<file path="config.mk">
export PLATFORM = sky130hd
export DESIGN_NAME = date_difference_in_days
export DESIGN_NICKNAME = d
export VERILOG_FILES = /design/src/rtl/core/dd_pkg.sv /design/src/rtl/core/dd_mod400.sv /design/src/rtl/core/date_difference_in_days.sv
export SDC_FILE = /design/constraint.sdc
export NUM_CORES = 1
export LEC_CHECK = 0
export CAP_MARGIN = 20
export CORE_UTILIZATION = 40
export CTS_CLUSTER_DIAMETER = 50
export DETAILED_ROUTE_END_ITERATION = 7
export DONT_BUFFER_PORTS = 1
export GPL_ROUTABILITY_DRIVEN = 0
export SYNTH_ARGS = -nofsm -noshare
export SYNTH_HDL_FRONTEND = slang
export SYNTH_SLANG_ARGS = --single-unit
export TNS_END_PERCENT = 30
</file>
<file path="constraint.sdc">
create_clock -name i_clk -period 10.9 [get_ports i_clk]
set_input_delay 0.545 -clock i_clk [delete_from_list [all_inputs] [get_ports i_clk]]
set_output_delay 0.545 -clock i_clk [all_outputs]
set_load 0.005 [all_outputs]
</file>
<file path="src/rtl/core/dd_pkg.sv">
`timescale 1ns / 1ps

package dd_pkg;

    // Field widths
    localparam int DAY_W   = 5;
    localparam int MONTH_W = 4;
    localparam int YEAR_W  = 14;
    localparam int COUNT_W = 22;
    localparam int STAT_W  = 2;
    localparam int R400_W  = 9;

    // Calendar limits
    localparam logic [YEAR_W-1:0]  MAX_YEAR    = YEAR_W'(9999);
    localparam logic [YEAR_W-1:0]  CYCLE_YEARS = YEAR_W'(400);
    localparam logic [R400_W-1:0]  LAST_R400   = R400_W'(399);
    localparam logic [MONTH_W-1:0] LAST_MONTH  = MONTH_W'(12);
    localparam logic [COUNT_W-1:0] COUNT_MAX   = {COUNT_W{1'b1}};

    // Status codes
    localparam logic [STAT_W-1:0] ST_OK      = 2'd0;
    localparam logic [STAT_W-1:0] ST_BEFORE  = 2'd1;
    localparam logic [STAT_W-1:0] ST_INVALID = 2'd2;

    typedef struct packed {
        logic [DAY_W-1:0]   start_day;
        logic [MONTH_W-1:0] start_month;
        logic [YEAR_W-1:0]  start_year;
        logic [DAY_W-1:0]   end_day;
        logic [MONTH_W-1:0] end_month;
        logic [YEAR_W-1:0]  end_year;
    } t_dd_in;

    typedef struct packed {
        logic [COUNT_W-1:0] day_count;
        logic [STAT_W-1:0]  status;
    } t_dd_out;

    // Leap year from the year modulo 400: divisible by 4, not a century
    // unless the century is a multiple of 400.
    function automatic logic f_is_leap(input logic [R400_W-1:0] r400);
        logic century;
        century = (r400 == R400_W'(100)) || (r400 == R400_W'(200))
               || (r400 == R400_W'(300));
        return (r400[1:0] == 2'b00) && !century;
    endfunction

    // Length of a month; zero for a month code outside the calendar.
    function automatic logic [DAY_W-1:0] f_month_len(input logic [MONTH_W-1:0] month,
                                                     input logic leap);
        logic [DAY_W-1:0] len;
        case (month)
            4'd1, 4'd3, 4'd5, 4'd7, 4'd8, 4'd10, 4'd12: len = DAY_W'(31);
            4'd4, 4'd6, 4'd9, 4'd11:                    len = DAY_W'(30);
            4'd2:    len = leap ? DAY_W'(29) : DAY_W'(28);
            default: len = '0;
        endcase
        return len;
    endfunction

endpackage

</file>
<file path="src/rtl/core/dd_mod400.sv">
`timescale 1ns / 1ps

module dd_mod400 (
    input  logic                      i_clk,
    input  logic                      i_rst_n,
    input  logic                      i_start,
    input  logic [dd_pkg::YEAR_W-1:0] i_year,
    output logic                      o_done,
    output logic [dd_pkg::R400_W-1:0] o_rem
);
    import dd_pkg::*;

    logic              r_busy;
    logic [YEAR_W-1:0] r_rem;
    logic              w_below;

    assign w_below = (r_rem < CYCLE_YEARS);
    assign o_done  = r_busy && w_below;
    assign o_rem   = r_rem[R400_W-1:0];

    // Subtract 400 once per cycle until the remainder drops below 400
    always_ff @(posedge i_clk) begin
        if (!i_rst_n) begin
            r_busy <= 1'b0;
        end else if (i_start) begin
            r_busy <= 1'b1;
        end else if (r_busy && w_below) begin
            r_busy <= 1'b0;
        end
    end

    always_ff @(posedge i_clk) begin
        if (i_start) begin
            r_rem <= i_year;
        end else if (r_busy && !w_below) begin
            r_rem <= r_rem - CYCLE_YEARS;
        end
    end

endmodule

</file>
<file path="src/rtl/core/date_difference_in_days.sv">
`timescale 1ns / 1ps

// Counts the days from a start date to an end date in the Gregorian calendar.
// One transaction is taken at a time: the block first reduces the start year
// and then the end year modulo 400 by repeated subtraction in a shared unit,
// checks both dates, then walks a running date forward one day per cycle until
// it meets the end date. A date with a bad month, bad day or year above 9999
// returns status 2 and a count of 0; an end date before the start returns
// status 1 and a count of 0. The result register lets a new transaction be
// accepted while the previous result still waits on the output.
module date_difference_in_days (
    input  logic            i_clk,
    input  logic            i_rst_n,
    input  logic            i_in_valid,
    output logic            o_in_ready,
    input  dd_pkg::t_dd_in  i_in_data,
    output logic            o_out_valid,
    input  logic            i_out_ready,
    output dd_pkg::t_dd_out o_out_data
);
    import dd_pkg::*;

    typedef enum logic [2:0] {
        S_IDLE,
        S_MOD_S,
        S_MOD_E,
        S_CHECK,
        S_WALK,
        S_DONE
    } t_state;

    t_state r_state;

    // Latched request
    t_dd_in r_req;

    // Year residues modulo 400
    logic [R400_W-1:0] r_s_r400;
    logic [R400_W-1:0] r_e_r400;

    // Running date and day counter
    logic [DAY_W-1:0]   r_walk_day;
    logic [MONTH_W-1:0] r_walk_month;
    logic [YEAR_W-1:0]  r_walk_year;
    logic [R400_W-1:0]  r_walk_r400;
    logic [COUNT_W-1:0] r_days_counted;

    // Pending result and output register
    t_dd_out r_res;
    logic    r_out_valid;
    t_dd_out r_out_data;

    // Shared modulo unit
    logic              w_mod_start;
    logic [YEAR_W-1:0] w_mod_year;
    logic              w_mod_done;
    logic [R400_W-1:0] w_mod_rem;

    logic w_in_fire;
    logic w_out_free;

    // Date checks
    logic [DAY_W-1:0] w_s_len;
    logic [DAY_W-1:0] w_e_len;
    logic             w_s_ok;
    logic             w_e_ok;
    logic             w_before;
    logic [DAY_W-1:0] w_walk_len;
    logic             w_at_end;

    assign o_in_ready  = (r_state == S_IDLE) && i_rst_n;
    assign w_in_fire   = i_in_valid && o_in_ready;
    assign w_out_free  = !r_out_valid || i_out_ready;
    assign o_out_valid = r_out_valid;
    assign o_out_data  = r_out_data;

    // Feed the modulo unit the start year on accept, the end year after it
    assign w_mod_start = w_in_fire || ((r_state == S_MOD_S) && w_mod_done);
    assign w_mod_year  = (r_state == S_IDLE) ? i_in_data.start_year : r_req.end_year;

    dd_mod400 u_mod400 (
        .i_clk   (i_clk),
        .i_rst_n (i_rst_n),
        .i_start (w_mod_start),
        .i_year  (w_mod_year),
        .o_done  (w_mod_done),
        .o_rem   (w_mod_rem)
    );

    // Validate both dates and order them
    assign w_s_len = f_month_len(r_req.start_month, f_is_leap(r_s_r400));
    assign w_e_len = f_month_len(r_req.end_month, f_is_leap(r_e_r400));
    assign w_s_ok  = (r_req.start_year <= MAX_YEAR) && (w_s_len != '0)
                  && (r_req.start_day != '0) && (r_req.start_day <= w_s_len);
    assign w_e_ok  = (r_req.end_year <= MAX_YEAR) && (w_e_len != '0)
                  && (r_req.end_day != '0) && (r_req.end_day <= w_e_len);
    assign w_before = {r_req.end_year, r_req.end_month, r_req.end_day}
                    < {r_req.start_year, r_req.start_month, r_req.start_day};

    // Running date against the end date
    assign w_walk_len = f_month_len(r_walk_month, f_is_leap(r_walk_r400));
    assign w_at_end   = (r_walk_day == r_req.end_day) && (r_walk_month == r_req.end_month)
                     && (r_walk_year == r_req.end_year);

    // Sequencer: state, running date and output register
    always_ff @(posedge i_clk) begin
        if (!i_rst_n) begin
            r_state        <= S_IDLE;
            r_out_valid    <= 1'b0;
            r_walk_day     <= DAY_W'(1);
            r_walk_month   <= MONTH_W'(1);
            r_walk_year    <= '0;
            r_walk_r400    <= '0;
            r_days_counted <= '0;
        end else begin
            // Present a finished result, or drop the one that completes
            if ((r_state == S_DONE) && w_out_free) begin
                r_out_valid <= 1'b1;
            end else if (i_out_ready) begin
                r_out_valid <= 1'b0;
            end
            case (r_state)
                S_IDLE: begin
                    if (w_in_fire) begin
                        r_state <= S_MOD_S;
                    end
                end
                S_MOD_S: begin
                    if (w_mod_done) begin
                        r_state <= S_MOD_E;
                    end
                end
                S_MOD_E: begin
                    if (w_mod_done) begin
                        r_state <= S_CHECK;
                    end
                end
                S_CHECK: begin
                    if (!w_s_ok || !w_e_ok) begin
                        r_state <= S_DONE;
                    end else if (w_before) begin
                        r_state <= S_DONE;
                    end else begin
                        r_walk_day     <= r_req.start_day;
                        r_walk_month   <= r_req.start_month;
                        r_walk_year    <= r_req.start_year;
                        r_walk_r400    <= r_s_r400;
                        r_days_counted <= '0;
                        r_state        <= S_WALK;
                    end
                end
                S_WALK: begin
                    if (w_at_end) begin
                        r_state <= S_DONE;
                    end else begin
                        // Advance one day, rolling month and year over
                        if (r_walk_day < w_walk_len) begin
                            r_walk_day <= r_walk_day + DAY_W'(1);
                        end else begin
                            r_walk_day <= DAY_W'(1);
                            if (r_walk_month < LAST_MONTH) begin
                                r_walk_month <= r_walk_month + MONTH_W'(1);
                            end else begin
                                r_walk_month <= MONTH_W'(1);
                                r_walk_year  <= r_walk_year + YEAR_W'(1);
                                r_walk_r400  <= (r_walk_r400 == LAST_R400) ? '0
                                              : r_walk_r400 + R400_W'(1);
                            end
                        end
                        if (r_days_counted != COUNT_MAX) begin
                            r_days_counted <= r_days_counted + COUNT_W'(1);
                        end
                    end
                end
                S_DONE: begin
                    if (w_out_free) begin
                        r_state <= S_IDLE;
                    end
                end
                default: begin
                    r_state <= S_IDLE;
                end
            endcase
        end
    end

    // Payload registers
    always_ff @(posedge i_clk) begin
        if (w_in_fire) begin
            r_req <= i_in_data;
        end
        if ((r_state == S_MOD_S) && w_mod_done) begin
            r_s_r400 <= w_mod_rem;
        end
        if ((r_state == S_MOD_E) && w_mod_done) begin
            r_e_r400 <= w_mod_rem;
        end
        if (r_state == S_CHECK) begin
            r_res.day_count <= '0;
            if (!w_s_ok || !w_e_ok) begin
                r_res.status <= ST_INVALID;
            end else if (w_before) begin
                r_res.status <= ST_BEFORE;
            end else begin
                r_res.status <= ST_OK;
            end
        end
        if ((r_state == S_WALK) && w_at_end) begin
            r_res.day_count <= r_days_counted;
            r_res.status    <= ST_OK;
        end
        if ((r_state == S_DONE) && w_out_free) begin
            r_out_data <= r_res;
        end
    end

endmodule

</file>
==> flow_summary.ini <==
[floorplan]
initial_utilization_pct = 40.7
dieArea_um2 = 24400
rows = 56
die_h_um = 156
ios = 76
core-area_um2 = 23400
die_w_um = 156

[timing]
fin_ws_ns = 6.50
clock_skew_ns = 0.0192
hold_viol = 0
setup_violations = 0
period_minus_slack_ns = 4.40
fin_crit_sh_pct = 40.4
fmax_mhz = 227
maxSlewHeadroom_pct = 31.9
worst_slew_pin_slew_ns = 0.995
tns_ns = 0
rsz0062_at_grt = no
drv_slew = 0
whs_ns = 0.187

[placed_design]
dp_slack_ns = 6.53
port-buffer-count = 0
dp_hpwl_um = 16600
placed_cell_area_um2 = 9810
place_inst = 1193

[clocking]
clkTransAtPathRegs_ns = 0.09
cts_setup_buffers = 0
worstSkewPairLatency_ns = 0.45
post_cts_resized = 0
h-tree-depth = 4
clk_path_buf_depth = 2
cts_buffers = 17
cts_root_buffer = clkbuf_16
cts_tree = done
clock_sinks = 185
cts_hold_buffers = 0

[critical_path]
path_class = reg2reg
critPathLaunchType = register
crit_end = r_walk_r400[5]$_SDFFE_PN0P_
reg2reg_depth = 10
critPathLaunch = r_req[17]$_DFFE_PP_
crit_arrival_ns = 4.73
r2r-end = r_walk_r400[5]$_SDFFE_PN0P_
r2r-start = r_req[17]$_DFFE_PP_
cp_max_fo = 20
reg2reg_slack_ns = 6.50
cp.required_ns = 11.23
endpoint_kind = register

[global_routing]
antenna_found_initial = 0
use_met3_pct = 3.90
track_usage_pct = 19.6
busiest_layer = met2
use_met1_pct = 27.9
grt_max_degree = 52
grt_use_met2_pct = 29.1
grt_first_pass_wirelength_um = 36400
first_global_vias = 6512
grt-ovfl-total = 0

[final_layout]
drive_gt1_share_pct = 7.28
design_area_um2 = 10500
final_common_cell = edfxtp_1
syn_to_final_growth_pct = 10.0
post-route-util_pct = 44.7
layout_common_cells = 124 x edfxtp_1, 75 x nand2_1, 69 x a21oi_1
seq_area_um2 = 4940
nFillCells = 2230
nNetsFinal = 990
num_antenna_cells = 0
fin_cells = 1226
multi_input_area_um2 = 4210

[synth]
synth-seq-cells = 185
synth.largest_area_cell = edfxtp_1
ys.warnings.count = 0
synth_edf_count = 124
syn_inst = 904
syn_nets = 1000
yosys-top-cells-area = edfxtp_1 39%, dfxtp_1 13%, ha_1 6.0%
synth-seq-area-share_pct = 52.0
synth_area_um2 = 9520
yosysTopAreaCellShare_pct = 39.1
synthDistinctLibCells = 69
syn-mean-instance-area_um2 = 10.5
ys.flop_type = edfxtp_1
synthArstFlopShare_pct = 0

[pwr]
p_per_area_nw_per_um2 = 144
static-leakage-power_nw = 3.49
ir_worst_vdd_uv = 96.0
total_power_mw = 1.51

[run_status]
outcome = finished clean

[drt]
antenna_left = 0
vias_per_cell = 5.81
wl_per_cell_um = 18.9
totalWireLength_um = 23200
drt_pass1_iterations = 5
drt_iter0_markers = 713
route.detailed.drc = 0
vias = 7125

[worst_hold_path]
min-delay-start = i_in_data[12]
min_path_type = in2reg
whs_path_depth = 0

[flow_run]
drv_cap = 0
[Yosys cell counts, types with 12 or more instances]
master	count
clkbuf_1	23
xnor2_1	29
buf_2	12
o21ai_1	12
nand3_1	31
o21ai_0	42
nand2_1	75
a21oi_1	69
ha_1	46
or4_1	14
and3_1	18
inv_1	47
o41ai_1	12
nand4_1	22
o31ai_1	13
nor2_1	38
edfxtp_1	124
and2_1	25
nor3_1	29
dfxtp_1	61
[worst min path at each step]
stage / end / slack [ns]
CTS: r_req[10]$_DFFE_PP_ / 0.18
global placement: o_out_data[22]$_DFFE_PP_ / 0.40
global route: r_req[12]$_DFFE_PP_ / 0.17
floorplan: o_out_data[10]$_DFFE_PP_ / 0.40
detailed placement: o_out_data[13]$_DFFE_PP_ / 0.40
finish: r_req[12]$_DFFE_PP_ / 0.19
[logic make-up after synthesis]
logic type / Yosys count / share of synthesized area [%]
adder cells (fa/ha/maj): 46 / 6.05
multiplexers: 11 / 1.17
flip-flops: 185 / 52.0
AND/OR/NAND/NOR: 316 / 17.9
buffers and inverters: 88 / 4.02
AO/OA/AOI/OAI: 226 / 15.9
XOR/XNOR: 32 / 2.95
[report_power, final]
part | leakage, nW | total, mW | internal (mW) | switching [mW]
Sequential | 1.55 | 0.782 | 0.765 | 0.0172
Clock | 0.304 | 0.653 | 0.320 | 0.332
Combinational | 1.63 | 0.0736 | 0.0304 | 0.0432
[worst max-delay path: stages, from the launching register on]
cell,delay [ns]
edfxtp_1,0.51
or4_1,0.60
nand2_1,0.14
ha_1,0.24
and3_1,0.18
a211oi_1,0.22
a32o_1,0.23
and4_1,0.35
a2bb2oi_2,0.62
nand2_1,0.67
o41ai_1,0.51
[cell type report]
| type | instances | share of cell area (%) |
|---|---|---|
| Inverter | 47 | 1.68 |
| Timing Repair Buffer | 12 | 1.05 |
| Multi-Input combinational cell | 631 | 40.2 |
| Tap cell | 319 | 3.81 |
| Clock inverter | 15 | 1.97 |
| Clock buffer | 17 | 4.06 |
| Sequential cell | 185 | 47.2 |
[sequential cells by signal, indices dropped and copies added, names as in the netlist]
name	cells
r_res	24
r_walk_month	4
r_walk_year	14
r_days_counted	22
r_walk_day	5
o_out_data	24
r_req	46
o_out_valid	1
u_mod400.r_busy	1
r_s_r400	9
r_state	3
r_walk_r400	9
r_e_r400	9
u_mod400.r_rem	14
[routing by layer]
layer | vias up | wire length, um
li1 | 3431 | -
met1 | 3400 | 11000
met2 | 255 | 10200
met3 | 39 | 1380
met4 | 0 | 633
met5 | - | 0
No activity file was read; power rests on OpenSTA's default activity.
